==> config.mk <==
export PLATFORM = sky130hd
export DESIGN_NAME = can_signal_frame_assigner
export DESIGN_NICKNAME = d
export VERILOG_FILES = /design/src/csfa_pkg.sv /design/src/csfa_ram.sv /design/src/can_signal_frame_assigner.sv
export SDC_FILE = /design/constraint.sdc
export NUM_CORES = 1
export LEC_CHECK = 0
export BUFFER_PORTS_ARGS = -buffer_cell sky130_fd_sc_hd__buf_2
export CAP_MARGIN = 10
export CELL_PAD_IN_SITES_DETAIL_PLACEMENT = 0
export CELL_PAD_IN_SITES_GLOBAL_PLACEMENT = 1
export CORE_MARGIN = 5
export CORE_UTILIZATION = 57
export CTS_CLUSTER_SIZE = 14
export DETAILED_ROUTE_END_ITERATION = 8
export HOLD_SLACK_MARGIN = 0.15
export PLACE_DENSITY_LB_ADDON = 0.1
export SLEW_MARGIN = 20
export SYNTH_ARGS = -nofsm -noshare
export SYNTH_HDL_FRONTEND = slang
export SYNTH_SLANG_ARGS = --single-unit
==> constraint.sdc <==
create_clock -name clock -period 6.9 [get_ports clock]
set_input_delay 0.345 -clock clock [delete_from_list [all_inputs] [get_ports clock]]
set_output_delay 0.345 -clock clock [all_outputs]
set_load 0.1 [all_outputs]
==> src/csfa_pkg.sv <==
// Package for the CAN signal frame assigner: frame slot entry type, sequencer
// state type and stream payload widths. No dependencies.
package csfa_pkg;

   localparam int CSFA_NUM_SIGNALS = 32;

   localparam int REQ_DATA_W = 56;   // 49 payload bits, padded to whole bytes
   localparam int RSP_DATA_W = 16;   // 12 payload bits, padded to whole bytes

   localparam int ID_W    = 29;
   localparam int LEN_W   = 4;
   localparam int MAX_LEN = 8;

   // One frame slot as held in the frame table memory.
   typedef struct packed {
      logic [LEN_W-1:0] len;
      logic             ext;
      logic [ID_W-1:0]  id;
   } entry_type;

   typedef enum logic [1:0] {
      ST_IDLE,
      ST_SCAN,
      ST_FINISH
   } state_type;

endpackage

==> src/csfa_ram.sv <==
// Generic single-port-write, single-port-read RAM with registered read data.
// No dependencies.
module csfa_ram #(
   parameter int WIDTH = 34,
   parameter int DEPTH = 32
) (
   input  logic                                 clock,
   input  logic                                 wr_en,
   input  logic [((DEPTH > 1) ? $clog2(DEPTH) : 1)-1:0] wr_addr,
   input  logic [WIDTH-1:0]                     wr_data,
   input  logic                                 rd_en,
   input  logic [((DEPTH > 1) ? $clog2(DEPTH) : 1)-1:0] rd_addr,
   output logic [WIDTH-1:0]                     rd_data
);

   logic [WIDTH-1:0] mem [DEPTH];

   always_ff @(posedge clock) begin
      if (wr_en) begin
         mem[wr_addr] <= wr_data;
      end
      if (rd_en) begin
         rd_data <= mem[rd_addr];
      end
   end

endmodule

==> src/can_signal_frame_assigner.sv <==
// CAN signal frame assigner top level: request decode, slot scan sequencer,
// frame table valid bits and result register. Uses csfa_pkg and csfa_ram.
//
// Each request transfer describes one signal; the block answers with exactly
// one response transfer naming the frame slot the signal was packed into.
// A set "first" bit empties the frame table before the signal is handled.
// An enabled signal with an index below NUM_SIGNALS joins the lowest used
// slot with the same identifier and format (its length grows, never shrinks)
// or, failing that, claims the lowest free slot. A signal that is disabled or
// out of range skips the scan; the scan reads the frame table through its
// single read port, one slot per cycle. One request is handled at a time:
// req_tready is high only while the sequencer is idle. The response
// register decouples the two sides, so a new request is taken while a
// response still waits; a finished request holds in its last step until
// the response register is free. Slot occupancy lives in per-slot
// flip-flops, so reset and "first" empty the table at once with no
// clearing pass.
module can_signal_frame_assigner #(
   parameter int NUM_SIGNALS = csfa_pkg::CSFA_NUM_SIGNALS
) (
   input  logic                            clock,
   input  logic                            reset,
   // request: [0] first, [5:1] signal_index, [6] enabled, [35:7] frame_id,
   //          [41:36] start_bit, [48:42] bit_length, [55:49] zero
   input  logic                            req_tvalid,
   output logic                            req_tready,
   input  logic [csfa_pkg::REQ_DATA_W-1:0] req_tdata,
   input  logic                            req_tuser,   // [0] extended_id
   // response: [0] assigned, [5:1] slot, [6] reused, [10:7] frame_length,
   //           [11] length_error, [15:12] zero
   output logic                            rsp_tvalid,
   input  logic                            rsp_tready,
   output logic [csfa_pkg::RSP_DATA_W-1:0] rsp_tdata
);
   import csfa_pkg::*;

   localparam int SLOT_W = (NUM_SIGNALS > 1) ? $clog2(NUM_SIGNALS) : 1;
   localparam int CNT_W  = $clog2(NUM_SIGNALS + 1);
   localparam logic [CNT_W-1:0] SCAN_END  = CNT_W'(NUM_SIGNALS);
   localparam logic [6:0]       IDX_LIMIT = 7'(NUM_SIGNALS);

   // request fields
   logic            req_first;
   logic [4:0]      req_index;
   logic            req_enabled;
   logic [ID_W-1:0] req_id;
   logic [5:0]      req_start;
   logic [6:0]      req_nbits;

   assign req_first   = req_tdata[0];
   assign req_index   = req_tdata[5:1];
   assign req_enabled = req_tdata[6];
   assign req_id      = req_tdata[35:7];
   assign req_start   = req_tdata[41:36];
   assign req_nbits   = req_tdata[48:42];

   // sequencer and item registers
   state_type         state_ff, state_in;
   logic              ext_ff, ext_in;
   logic [ID_W-1:0]   id_ff, id_in;
   logic [LEN_W-1:0]  need_ff, need_in;
   logic              lerr_ff, lerr_in;
   logic [CNT_W-1:0]  scan_ff, scan_in;
   logic              chk_vld_ff, chk_vld_in;
   logic [SLOT_W-1:0] chk_slot_ff, chk_slot_in;
   logic              hit_ff, hit_in;
   logic [SLOT_W-1:0] hit_slot_ff, hit_slot_in;
   logic [LEN_W-1:0]  hit_len_ff, hit_len_in;
   logic              free_ff, free_in;
   logic [SLOT_W-1:0] free_slot_ff, free_slot_in;
   logic [NUM_SIGNALS-1:0] valid_ff, valid_in;
   logic              rsp_tvalid_ff, rsp_tvalid_in;
   logic [RSP_DATA_W-1:0] rsp_data_ff, rsp_data_in;

   // frame table port signals
   logic              ram_wr_en;
   logic [SLOT_W-1:0] ram_wr_addr;
   entry_type         ram_wr_data;
   logic              ram_rd_en;
   logic [SLOT_W-1:0] ram_rd_addr;
   entry_type         ram_rd_data;

   logic              req_fire;
   logic              rsp_free;
   logic              item_go;
   logic [7:0]        bit_total;
   logic [4:0]        need_raw;
   logic              scan_more;
   logic              chk_used;
   logic              chk_match;
   logic [LEN_W-1:0]  grown_len;
   logic              done_assigned;
   logic [SLOT_W-1:0] done_slot;
   logic [SLOT_W+4:0] done_slot_wide;
   logic [LEN_W-1:0]  done_len;

   assign req_tready = (state_ff == ST_IDLE);
   assign req_fire   = req_tvalid && req_tready;
   assign rsp_free   = !rsp_tvalid_ff || rsp_tready;
   assign rsp_tvalid = rsp_tvalid_ff;
   assign rsp_tdata  = rsp_data_ff;

   // Byte count of the signal: last bit / 8 + 1, with an empty span as one byte.
   assign bit_total = {2'b00, req_start} + {1'b0, req_nbits};
   assign need_raw  = (bit_total == 8'd0) ? 5'd1
                    : 5'(((bit_total - 8'd1) >> 3) + 8'd1);
   assign item_go   = req_enabled && ({2'b00, req_index} < IDX_LIMIT);

   assign scan_more = (scan_ff < SCAN_END);
   assign chk_used  = valid_ff[chk_slot_ff];
   assign chk_match = chk_used && (ram_rd_data.ext == ext_ff) && (ram_rd_data.id == id_ff);

   assign grown_len     = (hit_len_ff < need_ff) ? need_ff : hit_len_ff;
   assign done_assigned = hit_ff || free_ff;
   assign done_slot     = hit_ff ? hit_slot_ff : free_slot_ff;
   assign done_len      = hit_ff ? grown_len : need_ff;
   assign done_slot_wide = {5'b00000, done_slot};

   csfa_ram #(
      .WIDTH ($bits(entry_type)),
      .DEPTH (NUM_SIGNALS)
   ) u_frame_table (
      .clock   (clock),
      .wr_en   (ram_wr_en),
      .wr_addr (ram_wr_addr),
      .wr_data (ram_wr_data),
      .rd_en   (ram_rd_en),
      .rd_addr (ram_rd_addr),
      .rd_data (ram_rd_data)
   );

   // next state
   always_comb begin
      state_in = state_ff;
      case (state_ff)
         ST_IDLE: begin
            if (req_fire) begin
               state_in = item_go ? ST_SCAN : ST_FINISH;
            end
         end
         ST_SCAN: begin
            // the last slot is compared in the cycle the counter reaches the end
            if (!scan_more) begin
               state_in = ST_FINISH;
            end
         end
         ST_FINISH: begin
            if (rsp_free) begin
               state_in = ST_IDLE;
            end
         end
         default: begin
            state_in = ST_IDLE;
         end
      endcase
   end

   // datapath and table control
   always_comb begin
      ext_in        = ext_ff;
      id_in         = id_ff;
      need_in       = need_ff;
      lerr_in       = lerr_ff;
      scan_in       = scan_ff;
      chk_vld_in    = 1'b0;
      chk_slot_in   = chk_slot_ff;
      hit_in        = hit_ff;
      hit_slot_in   = hit_slot_ff;
      hit_len_in    = hit_len_ff;
      free_in       = free_ff;
      free_slot_in  = free_slot_ff;
      valid_in      = valid_ff;
      rsp_tvalid_in = rsp_tvalid_ff && !rsp_tready;
      rsp_data_in   = rsp_data_ff;
      ram_wr_en     = 1'b0;
      ram_wr_addr   = done_slot;
      ram_wr_data   = '{len: done_len, ext: ext_ff, id: id_ff};
      ram_rd_en     = 1'b0;
      ram_rd_addr   = scan_ff[SLOT_W-1:0];

      case (state_ff)
         ST_IDLE: begin
            if (req_fire) begin
               ext_in  = req_tuser;
               id_in   = req_id;
               // clamp to a classic CAN payload
               need_in = (need_raw > 5'(MAX_LEN)) ? LEN_W'(MAX_LEN) : need_raw[LEN_W-1:0];
               lerr_in = (need_raw > 5'(MAX_LEN));
               scan_in = '0;
               hit_in  = 1'b0;
               free_in = 1'b0;
               if (req_first) begin
                  valid_in = '0;
               end
            end
         end
         ST_SCAN: begin
            // issue the read for the next slot
            if (scan_more) begin
               ram_rd_en   = 1'b1;
               scan_in     = scan_ff + CNT_W'(1);
               chk_vld_in  = 1'b1;
               chk_slot_in = scan_ff[SLOT_W-1:0];
            end
            // compare the slot read last cycle; keep the lowest of each kind
            if (chk_vld_ff) begin
               if (chk_match && !hit_ff) begin
                  hit_in      = 1'b1;
                  hit_slot_in = chk_slot_ff;
                  hit_len_in  = ram_rd_data.len;
               end
               if (!chk_used && !free_ff) begin
                  free_in      = 1'b1;
                  free_slot_in = chk_slot_ff;
               end
            end
         end
         ST_FINISH: begin
            if (rsp_free) begin
               ram_wr_en = done_assigned;
               if (!hit_ff && free_ff) begin
                  valid_in[free_slot_ff] = 1'b1;
               end
               rsp_tvalid_in = 1'b1;
               rsp_data_in   = '0;
               if (done_assigned) begin
                  rsp_data_in[0]    = 1'b1;
                  rsp_data_in[5:1]  = done_slot_wide[4:0];
                  rsp_data_in[6]    = hit_ff;
                  rsp_data_in[10:7] = done_len;
                  rsp_data_in[11]   = lerr_ff;
               end
            end
         end
         default: begin
         end
      endcase
   end

   always_ff @(posedge clock) begin
      if (reset) begin
         state_ff      <= ST_IDLE;
         chk_vld_ff    <= 1'b0;
         valid_ff      <= '0;
         rsp_tvalid_ff <= 1'b0;
         hit_ff        <= 1'b0;
         free_ff       <= 1'b0;
         scan_ff       <= '0;
      end else begin
         state_ff      <= state_in;
         chk_vld_ff    <= chk_vld_in;
         valid_ff      <= valid_in;
         rsp_tvalid_ff <= rsp_tvalid_in;
         hit_ff        <= hit_in;
         free_ff       <= free_in;
         scan_ff       <= scan_in;
      end
   end

   always_ff @(posedge clock) begin
      ext_ff       <= ext_in;
      id_ff        <= id_in;
      need_ff      <= need_in;
      lerr_ff      <= lerr_in;
      chk_slot_ff  <= chk_slot_in;
      hit_slot_ff  <= hit_slot_in;
      hit_len_ff   <= hit_len_in;
      free_slot_ff <= free_slot_in;
      rsp_data_ff  <= rsp_data_in;
   end

   // a request with "first" leaves an empty table behind
   a_first_clears: assert property (@(posedge clock) disable iff (reset)
      (req_fire && req_first) |=> (valid_ff == '0))
      else $error("frame table not emptied by first");

   // at most one slot is claimed per request
   a_one_claim: assert property (@(posedge clock) disable iff (reset)
      (state_ff != ST_IDLE) |=>
         ($countones(valid_ff) <= $countones($past(valid_ff)) + 1))
      else $error("more than one slot claimed");

   // a response is loaded only from the last sequencer step
   a_rsp_source: assert property (@(posedge clock) disable iff (reset)
      $rose(rsp_tvalid_ff) |-> $past(state_ff == ST_FINISH))
      else $error("response loaded outside the finish step");

   // a reported frame length lies within a classic CAN payload
   a_len_range: assert property (@(posedge clock) disable iff (reset)
      (state_ff == ST_FINISH && rsp_free && done_assigned) |=>
         (rsp_data_ff[10:7] != 4'd0) && (rsp_data_ff[10:7] <= 4'(MAX_LEN)))
      else $error("frame length out of range");

endmodule

==> results.toml, run 1 <==
[timing]
period_share = 0.601
finalHoldViolCount = 0
fmax_mhz = 241
setup_slack_ns = 2.76
rsz0062_at_grt = "no"
tightest_slew_ns = 1.16
setup_viol = 0
fin_worst_skew_ns = 0.0311
setup_tns_ns = 0
slew_viol_final = 0
max_slew_margin = 0.228
min_period_ns = 4.14

[finish]
drive_gt1_frac = 0.313
n_antenna_cell = 0
nNetsFinal = 2309
area_delta_synth_final_pct = 13.2

[run]
drv_cap = 0

[clock_tree]
hold_buffers = 34
clock_sinks = 1232
clk_path_buf_depth = 3
cts_tree = "yes"
root_buffer = "clkbuf_16"
path_clk_slew_ns = 0.06
post_cts_buffers = 0
cts_resized = 0
insertion_delay_ns = 0.69
h-tree-depth = 3
cts_made_buffers = 120

[yosys]
synth-seq-cells = 1232
netlist_instances = 2062
syn_area_per_cell_sq_um = 22.9
synth_flop_cell = "edfxtp_1"
synth_area_sq_um = 47300
synth_edf_count = 1188
async_flop_share = 0
yosys_warnings = 0
synth_seq_area_share = 0.773
synth_cell_types = 45

[place]
place_worst_setup_slack_ns = 2.43
dp_hpwl_microns = 57100
gp_congestion = 0.754
portBuffers = 62

[grt]
grt_pass1_vias = 22300
overflow = 0
grt_start_max_net_pins = 152
antenna_found_initial = 2
grt_pass1_wl_microns = 154000
grt_usage = 0.242

[hold_path]
hp-class = "input port to flip-flop"

[die]
core_area_sq_um = 82200
ios = 79
num_rows = 105
die_x_microns = 298
die_area_sq_um = 88900
die_y_microns = 298
initial_core_util = 0.575

[route]
drc = 0
vias = 21800
wire_per_inst_microns = 31.4
post_drt_via_cell_ratio = 6.39
drtPass1Iterations = 5
drtAntennaViolNets = 0
routed_wl_microns = 107000
first_iter_violations = 2328

[critical_path]
start_kind = "flip-flop"
critPathKind = "flip-flop to flip-flop"
cp_cell_sequence = "nor2_1 > inv_1 > and2_1 > nand3_1 > nor2_4 > buf_4"
crit_slowest_cell = "nor2_4"
worstPathMaxFanout = 19
endpoint_kind = "flip-flop"
crit_path_max_incr_delay_ns = 1.15
critPathArrivalTime_ns = 4.49
crit_required_ns = 7.25

[pwr]
p_per_area_nw_per_um2 = 291
vdd_drop_max_mv = 0.255
p_leak_uw = 0.0163

[outcome]
status = "complete, no violations"
==> routing by layer <==
| layer | GRT usage | vias to the layer above | part of all wire |
|---|---|---|---|
| met4 | 0.0669 | 2 | 0.029 |
| met2 | 0.392 | 914 | 0.50 |
| li1 | - | 9018 | - |
| met1 | 0.345 | 11700 | 0.40 |
| met3 | 0.0478 | 162 | 0.076 |
| met5 | 0 | - | 0.00012 |
==> path summary, 6_finish.rpt <==
check	startpoint	endpoint	slack (ns)	cells after the start
setup / recovery	hit_ff	u_frame_table.mem[25][18]	2.76	6
hold / removal	req_tvalid	free_ff	0.17	4
setup reg to reg	hit_ff	u_frame_table.mem[25][18]	2.76	6
hold reg to reg	u_frame_table.rd_data[31]	hit_len_ff[1]	0.42	0
==> where the power goes <==
part	total (uW)	switching, uW	internal [uW]
sequential	8450	113	8340
clock	6570	2710	3850
combinational	547	340	207
total	15600	3170	12400
==> Yosys cell counts, types with 2 or more instances <==
master	number	area (sq um)
a21o_1	4	30.0
a21oi_1	29	145
a22o_1	2	17.5
a31o_2	2	17.5
a31oi_1	3	18.8
and2_1	8	50.1
and4_1	4	35.0
buf_1	12	45.0
buf_2	21	105
buf_4	11	82.6
buf_6	3	33.8
clkbuf_1	54	203
dfxtp_1	44	881
edfxtp_1	1188	35700
ha_1	11	138
inv_1	13	48.8
mux2_2	43	484
mux2i_1	5	50.1
mux4_2	350	7880
nand2_1	22	82.6
nand2b_1	12	75.1
nand3_1	12	60.1
nand3b_1	5	37.5
nand4_1	7	43.8
nor2_1	112	420
nor2b_1	8	50.1
nor3_1	7	35.0
nor4_1	5	31.3
o21a_1	2	15.0
o21ai_0	7	35.0
o22ai_1	2	12.5
o31ai_1	2	15.0
or4_1	2	15.0
xnor2_1	19	166
xor2_1	21	184
==> cells by family after synthesis <==
family | share of synthesized area
flip-flops | 0.773
multiplexers | 0.178
AND/OR/NAND/NOR | 0.0202
buffers and inverters | 0.0109
AO/OA/AOI/OAI | 0.00735
XOR/XNOR | 0.00741
adder cells (fa/ha/maj) | 0.00333
other | 0.0000793
==> cell type report <==
| cell class | instances | area [sq um] |
|---|---|---|
| clock inverters | 80 | 835 |
| flip-flops and latches | 1232 | 36600 |
| repair buffers | 150 | 1130 |
| clock buffers | 144 | 3160 |
| well taps | 1070 | 1340 |
| inverters | 13 | 48.8 |
| fillers | 5272 | 28700 |
| multi-input cells | 719 | 10500 |
==> layout by cell type (no fill, tap or decap), types with 4 or more instances in the layout <==
master,instances
nand2b_1,12
nand4_1,7
mux2i_1,5
bufinv_16,16
a21oi_1,29
mux4_2,350
clkinv_1,24
nand3_1,12
ha_1,11
inv_1,11
buf_4,48
nor2_1,80
dlygate4sd3_1,34
xnor2_1,19
nand2_1,22
nand3b_1,5
buf_12,5
buf_2,62
nor4_1,4
clkbuf_1,21
dfxtp_1,39
and4_1,4
dfxtp_4,4
a21o_1,4
clkbuf_16,123
xor2_1,21
nor2_4,32
o21ai_0,7
edfxtp_1,1188
nor3_1,7
conb_1,4
mux2_2,43
nor2b_1,7
and2_1,8
clkinv_2,28
clkinvlp_4,5
==> stage by stage <==
stage                     area, sq um  total power [uW]  utilization  hold WS, ns  instances
after floorplan                 47300              8950            -        0.400       2065
after global placement          49200              9120        0.598        0.408       3149
after detailed placement        49200              9150        0.598        0.411       3149
after CTS                       53600             15700        0.651        0.151       3407
after global routing            53600             16100        0.651        0.200       3408
final                           53600             15600        0.651        0.167       3408
==> worst max-delay path: cells and delay by family (launching register included) <==
family        cells  cell delay, ns
simple gates      4            2.29
flops             1            0.83
buf+inv           2            0.68
==> flip-flops by register name, indices dropped and copies added, names as in the netlist <==
name                   flops
valid_ff                  32
hit_len_ff                 4
hit_slot_ff                5
hit_ff                     1
u_frame_table.mem       1088
free_ff                    1
chk_vld_ff                 1
lerr_ff                    1
rsp_tdata                 12
scan_ff                    6
free_slot_ff               5
state_ff                   2
u_frame_table.rd_data     34
rsp_tvalid                 1
id_ff                     29
need_ff                    4
ext_ff                     1
chk_slot_ff                5
Power figures use the tool's default switching activity.
==> run 2, diff against run 1 <==
--- a/config.mk
+++ b/config.mk
@@ -10,7 +10,7 @@
 export CELL_PAD_IN_SITES_DETAIL_PLACEMENT = 0
 export CELL_PAD_IN_SITES_GLOBAL_PLACEMENT = 1
 export CORE_MARGIN = 5
-export CORE_UTILIZATION = 57
+export CORE_UTILIZATION = 56
 export CTS_CLUSTER_SIZE = 14
 export DETAILED_ROUTE_END_ITERATION = 8
 export HOLD_SLACK_MARGIN = 0.15
==> constraint.sdc (replaced) <==
create_clock -name clock -period 4.3 [get_ports clock]
set_input_delay 0.215 -clock clock [delete_from_list [all_inputs] [get_ports clock]]
set_output_delay 0.215 -clock clock [all_outputs]
set_load 0.1 [all_outputs]
==> results.toml, run 2 (synthesized netlist as in run 1, its figures left out) <==
[outcome]
status = "complete, no violations"

[route]
drtAntennaViolNets = 0
drc = 0
wire_per_inst_microns = 31.0
vias = 22100
post_drt_via_cell_ratio = 6.30
routed_wl_microns = 109000
drtPass1Iterations = 5
first_iter_violations = 2377

[pwr]
power_uw = 24900
p_per_area_nw_per_um2 = 459
vdd_drop_max_mv = 0.432
p_leak_uw = 0.0166

[grt]
grt_usage = 0.244
use_met3 = 0.0430
antenna_found_initial = 1
grt_pass1_wl_microns = 157000
overflow = 0
grt_pass1_vias = 22500
met1_usage = 0.354
use_met2 = 0.398
grt_start_max_net_pins = 92
top_usage_layer = "met2"

[clock_tree]
path_clk_slew_ns = 0.06
root_buffer = "clkbuf_16"
insertion_delay_ns = 0.70
cts_made_buffers = 121
h-tree-depth = 3
clock_sinks = 1232
cts_tree = "yes"
post_cts_buffers = 0
clk_path_buf_depth = 3

[timing]
fmax_mhz = 292
tightest_slew_ns = 1.11
min_period_ns = 3.42
slew_viol_final = 0
period_share = 0.795
setup_tns_ns = 0
rsz0062_at_grt = "no"
finalHoldViolCount = 0
max_slew_margin = 0.262
setup_viol = 0
fin_worst_skew_ns = 0.0544

[finish]
max_flop_register = "u_frame_table.mem"
multiInputGateArea_sq_um = 10500
register_area_sq_um = 36600
largest_reg_flops = 1088
area_delta_synth_final_pct = 14.5
fill_cells = 5425
largestRegisters = "u_frame_table.mem x1088, u_frame_table.rd_data x34, valid_ff x32"
nNetsFinal = 2346
n_antenna_cell = 0
most-common-layout-cells = "edfxtp_1, mux4_2, clkbuf_16, nor2_1, buf_2"
mostFrequentLayoutCell = "edfxtp_1"
drive_gt1_frac = 0.320

[critical_path]
start_kind = "flip-flop"
critPathArrivalTime_ns = 3.79
endpoint_kind = "flip-flop"
critPathKind = "flip-flop to flip-flop"
worstPathMaxFanout = 22
crit_required_ns = 4.67

[run]
drv_cap = 0

[die]
die_y_microns = 301
initial_core_util = 0.565
num_rows = 106
ios = 79
core_area_sq_um = 83700
die_area_sq_um = 90400
die_x_microns = 301

[hold_path]
hp-class = "input port to flip-flop"

[place]
portBuffers = 62
dp_hpwl_microns = 57100
gp_congestion = 0.754
[run 2: cell count changes in the layout (fill, tap and decap cells not counted), moves of 2 or more]
cell	change
clkinv_2	+2
buf_12	+25
buf_4	+9
bufinv_16	-2
clkinvlp_2	-2
clkinvlp_4	-4
dlygate4sd3_1	+2
clkinv_1	+4
clkbuf_8	+2
[run 2: stage by stage]
step	std cells	setup slack, ns	utilization	hold slack, ns	cell area [sq um]
after floorplan	2065	0.338	-	0.314	47300
after global placement	3247	0.919	0.596	0.391	49900
after detailed placement	3247	0.836	0.596	0.393	49900
after CTS	3506	0.857	0.647	0.194	54100
after global routing	3507	0.728	0.647	0.224	54200
final	3507	0.881	0.647	0.227	54200
[run 2: layer usage]
metal  up-vias  share of wire
li1       9097              -
met4         0          0.021
met3       142          0.075
met5         -              0
met1     11900           0.40
met2       896           0.50
[run 2: power by group]
group | total, uW | internal [uW] | switching, uW
logic | 951 | 353 | 597
registers | 13500 | 13400 | 128
clock network | 10400 | 6050 | 4350
total | 24900 | 19800 | 5070
[run 2: what timing repair did]
action | 4_1_cts | 5_1_grt
resized for setup | 0 | 0
hold buffers | 36 | 0
endpoints found under the hold margin | 45 | 0
[run 2: critical path, stage by stage, from the launching register on]
cell	delay, ns
dfxtp_1	0.86
mux2i_1	0.72
nand2_1	0.43
nor2_4	0.78
buf_12	0.32
[run 2: final timing paths]
path,from,end,slack [ns],cells after the start
worst min-delay path,req_tdata[33],id_ff[26],0.23,2
worst max register to register,hit_ff,u_frame_table.mem[19][10],0.88,4
worst max-delay path,hit_ff,u_frame_table.mem[19][10],0.88,4
worst min register to register,u_frame_table.rd_data[30],hit_len_ff[0],0.42,0
[run 2: layout make-up]
| cell class | instances | area share |
|---|---|---|
| Sequential cell | 1232 | 0.675 |
| Inverter | 13 | 0.000901 |
| Timing Repair Buffer | 186 | 0.0316 |
| Multi-Input combinational cell | 719 | 0.194 |
| Clock buffer | 145 | 0.0583 |
| Tap cell | 1134 | 0.0262 |
| Clock inverter | 78 | 0.0140 |
==> run 3, diff against run 2 <==
==> constraint.sdc (replaced) <==
create_clock -name clock -period 3.3 [get_ports clock]
set_input_delay 0.165 -clock clock [delete_from_list [all_inputs] [get_ports clock]]
set_output_delay 0.165 -clock clock [all_outputs]
set_load 0.1 [all_outputs]
==> results.toml, run 3 (synthesized netlist as in run 1, its figures left out) <==
[critical_path]
crit_path_max_incr_delay_ns = 0.56
cp_cell_sequence = "buf_4 > mux4_2 > mux4_2 > mux2i_1 > buf_4 > nand3_1 > nor2_2"
endpoint_kind = "flip-flop"
critPathKind = "flip-flop to flip-flop"
critPathArrivalTime_ns = 3.27
crit_family = "multiplexers"
worstPathBufferInverterCount = 2
crit_slowest_cell = "mux4_2"
start_kind = "flip-flop"
crit_required_ns = 3.68
worstPathMaxFanout = 10

[finish]
drive_gt1_frac = 0.329
utilization = 0.659
most-common-layout-cells = "edfxtp_1, mux4_2, clkbuf_16, buf_4, nor2_1"
largest_reg_flops = 1088
n_antenna_cell = 0
mostFrequentLayoutCell = "edfxtp_1"
nNetsFinal = 2415
max_flop_register = "u_frame_table.mem"
area_delta_synth_final_pct = 16.6
largestRegisters = "u_frame_table.mem x1088, u_frame_table.rd_data x34, valid_ff x32"

[grt]
grt_usage = 0.254
grt_pass1_vias = 23400
grt_pass1_wl_microns = 163000
antenna_found_initial = 2
overflow = 0
grt_start_max_net_pins = 55

[die]
die_x_microns = 301
num_rows = 106
die_area_sq_um = 90400
die_y_microns = 301
ios = 79
initial_core_util = 0.565
core_area_sq_um = 83700

[clock_tree]
clk_path_buf_depth = 3
cts_made_buffers = 130
h-tree-depth = 4
clock_sinks = 1232
cts_resized = 0
insertion_delay_ns = 0.71
post_cts_buffers = 0
root_buffer = "clkbuf_16"
hold_buffers = 54
cts_tree = "yes"
path_clk_slew_ns = 0.06

[route]
first_iter_violations = 2409
drtAntennaViolNets = 0
post_drt_via_cell_ratio = 6.23
drtPass1Iterations = 7
wire_per_inst_microns = 31.2
drc = 0
routed_wl_microns = 112000
vias = 22300

[timing]
fin_worst_skew_ns = 0.0232
max_slew_margin = 0.469
setup_viol = 0
finalHoldViolCount = 0
min_period_ns = 2.89
slew_viol_final = 0
fmax_mhz = 346
tightest_slew_ns = 0.795
period_share = 0.877
setup_tns_ns = 0
rsz0062_at_grt = "no"

[pwr]
vdd_drop_max_mv = 0.493
p_int_uw = 26300
share_clk_of_total_power = 0.431
p_seq_frac = 0.528
power_frac_comb = 0.041
p_leak_uw = 0.0170
power.share.switching = 0.205
p_per_area_nw_per_um2 = 601
p_switching_uw = 6810

[outcome]
status = "complete, no violations"

[run]
drv_cap = 0

[place]
gp_congestion = 0.770
dp_hpwl_microns = 61000
portBuffers = 62

[hold_path]
hp-class = "input port to flip-flop"
-- run 3: routing by layer --
metal	part of all wire	wire, microns	track usage	vias to the layer above
met5	0	0	0	-
met4	0.018	1980	0.0592	0
met3	0.073	8170	0.0529	142
met2	0.50	56500	0.419	836
met1	0.40	45200	0.357	12100
li1	-	-	-	9251
-- run 3: area by class of cell --
cell class,count,area (sq um)
inverter,13,48.8
timing repair buffer,246,2440
sequential,1232,36600
clock buffer,165,3520
clock inverter,70,676
tap,1134,1420
multi-input combinational,719,10500
fill,5379,28500
-- run 3: worst paths after layout --
path	startpoint	cells after the start	end	slack (ns)
min reg2reg	u_frame_table.rd_data[32]	0	hit_len_ff[2]	0.43
min	req_tdata[18]	2	id_ff[11]	0.19
max reg2reg	chk_slot_ff[0]	7	free_slot_ff[2]	0.41
max	chk_slot_ff[0]	7	free_slot_ff[2]	0.41
-- run 3: through the flow --
step	total power, uW	std cells	hold slack [ns]	instance area [sq um]	setup WS (ns)
final	33200	3579	0.194	55200	0.406
after floorplan	18700	2065	0.264	47400	-0.253
after detailed placement	19200	3290	0.343	50400	0.413
after global placement	19100	3290	0.342	50400	0.422
after CTS	33400	3579	0.151	55200	0.398
after global routing	34200	3579	0.176	55200	0.339
-- run 3: power by group through the flow --
stage                     Clock (uW)  Combinational (uW)  Sequential [uW]
after detailed placement           0                1330            17800
final                          14300                1370            17500
after CTS                      14500                1380            17500
after global routing           15200                1490            17500
after global placement             0                1280            17800
after floorplan                    0                 681            18000
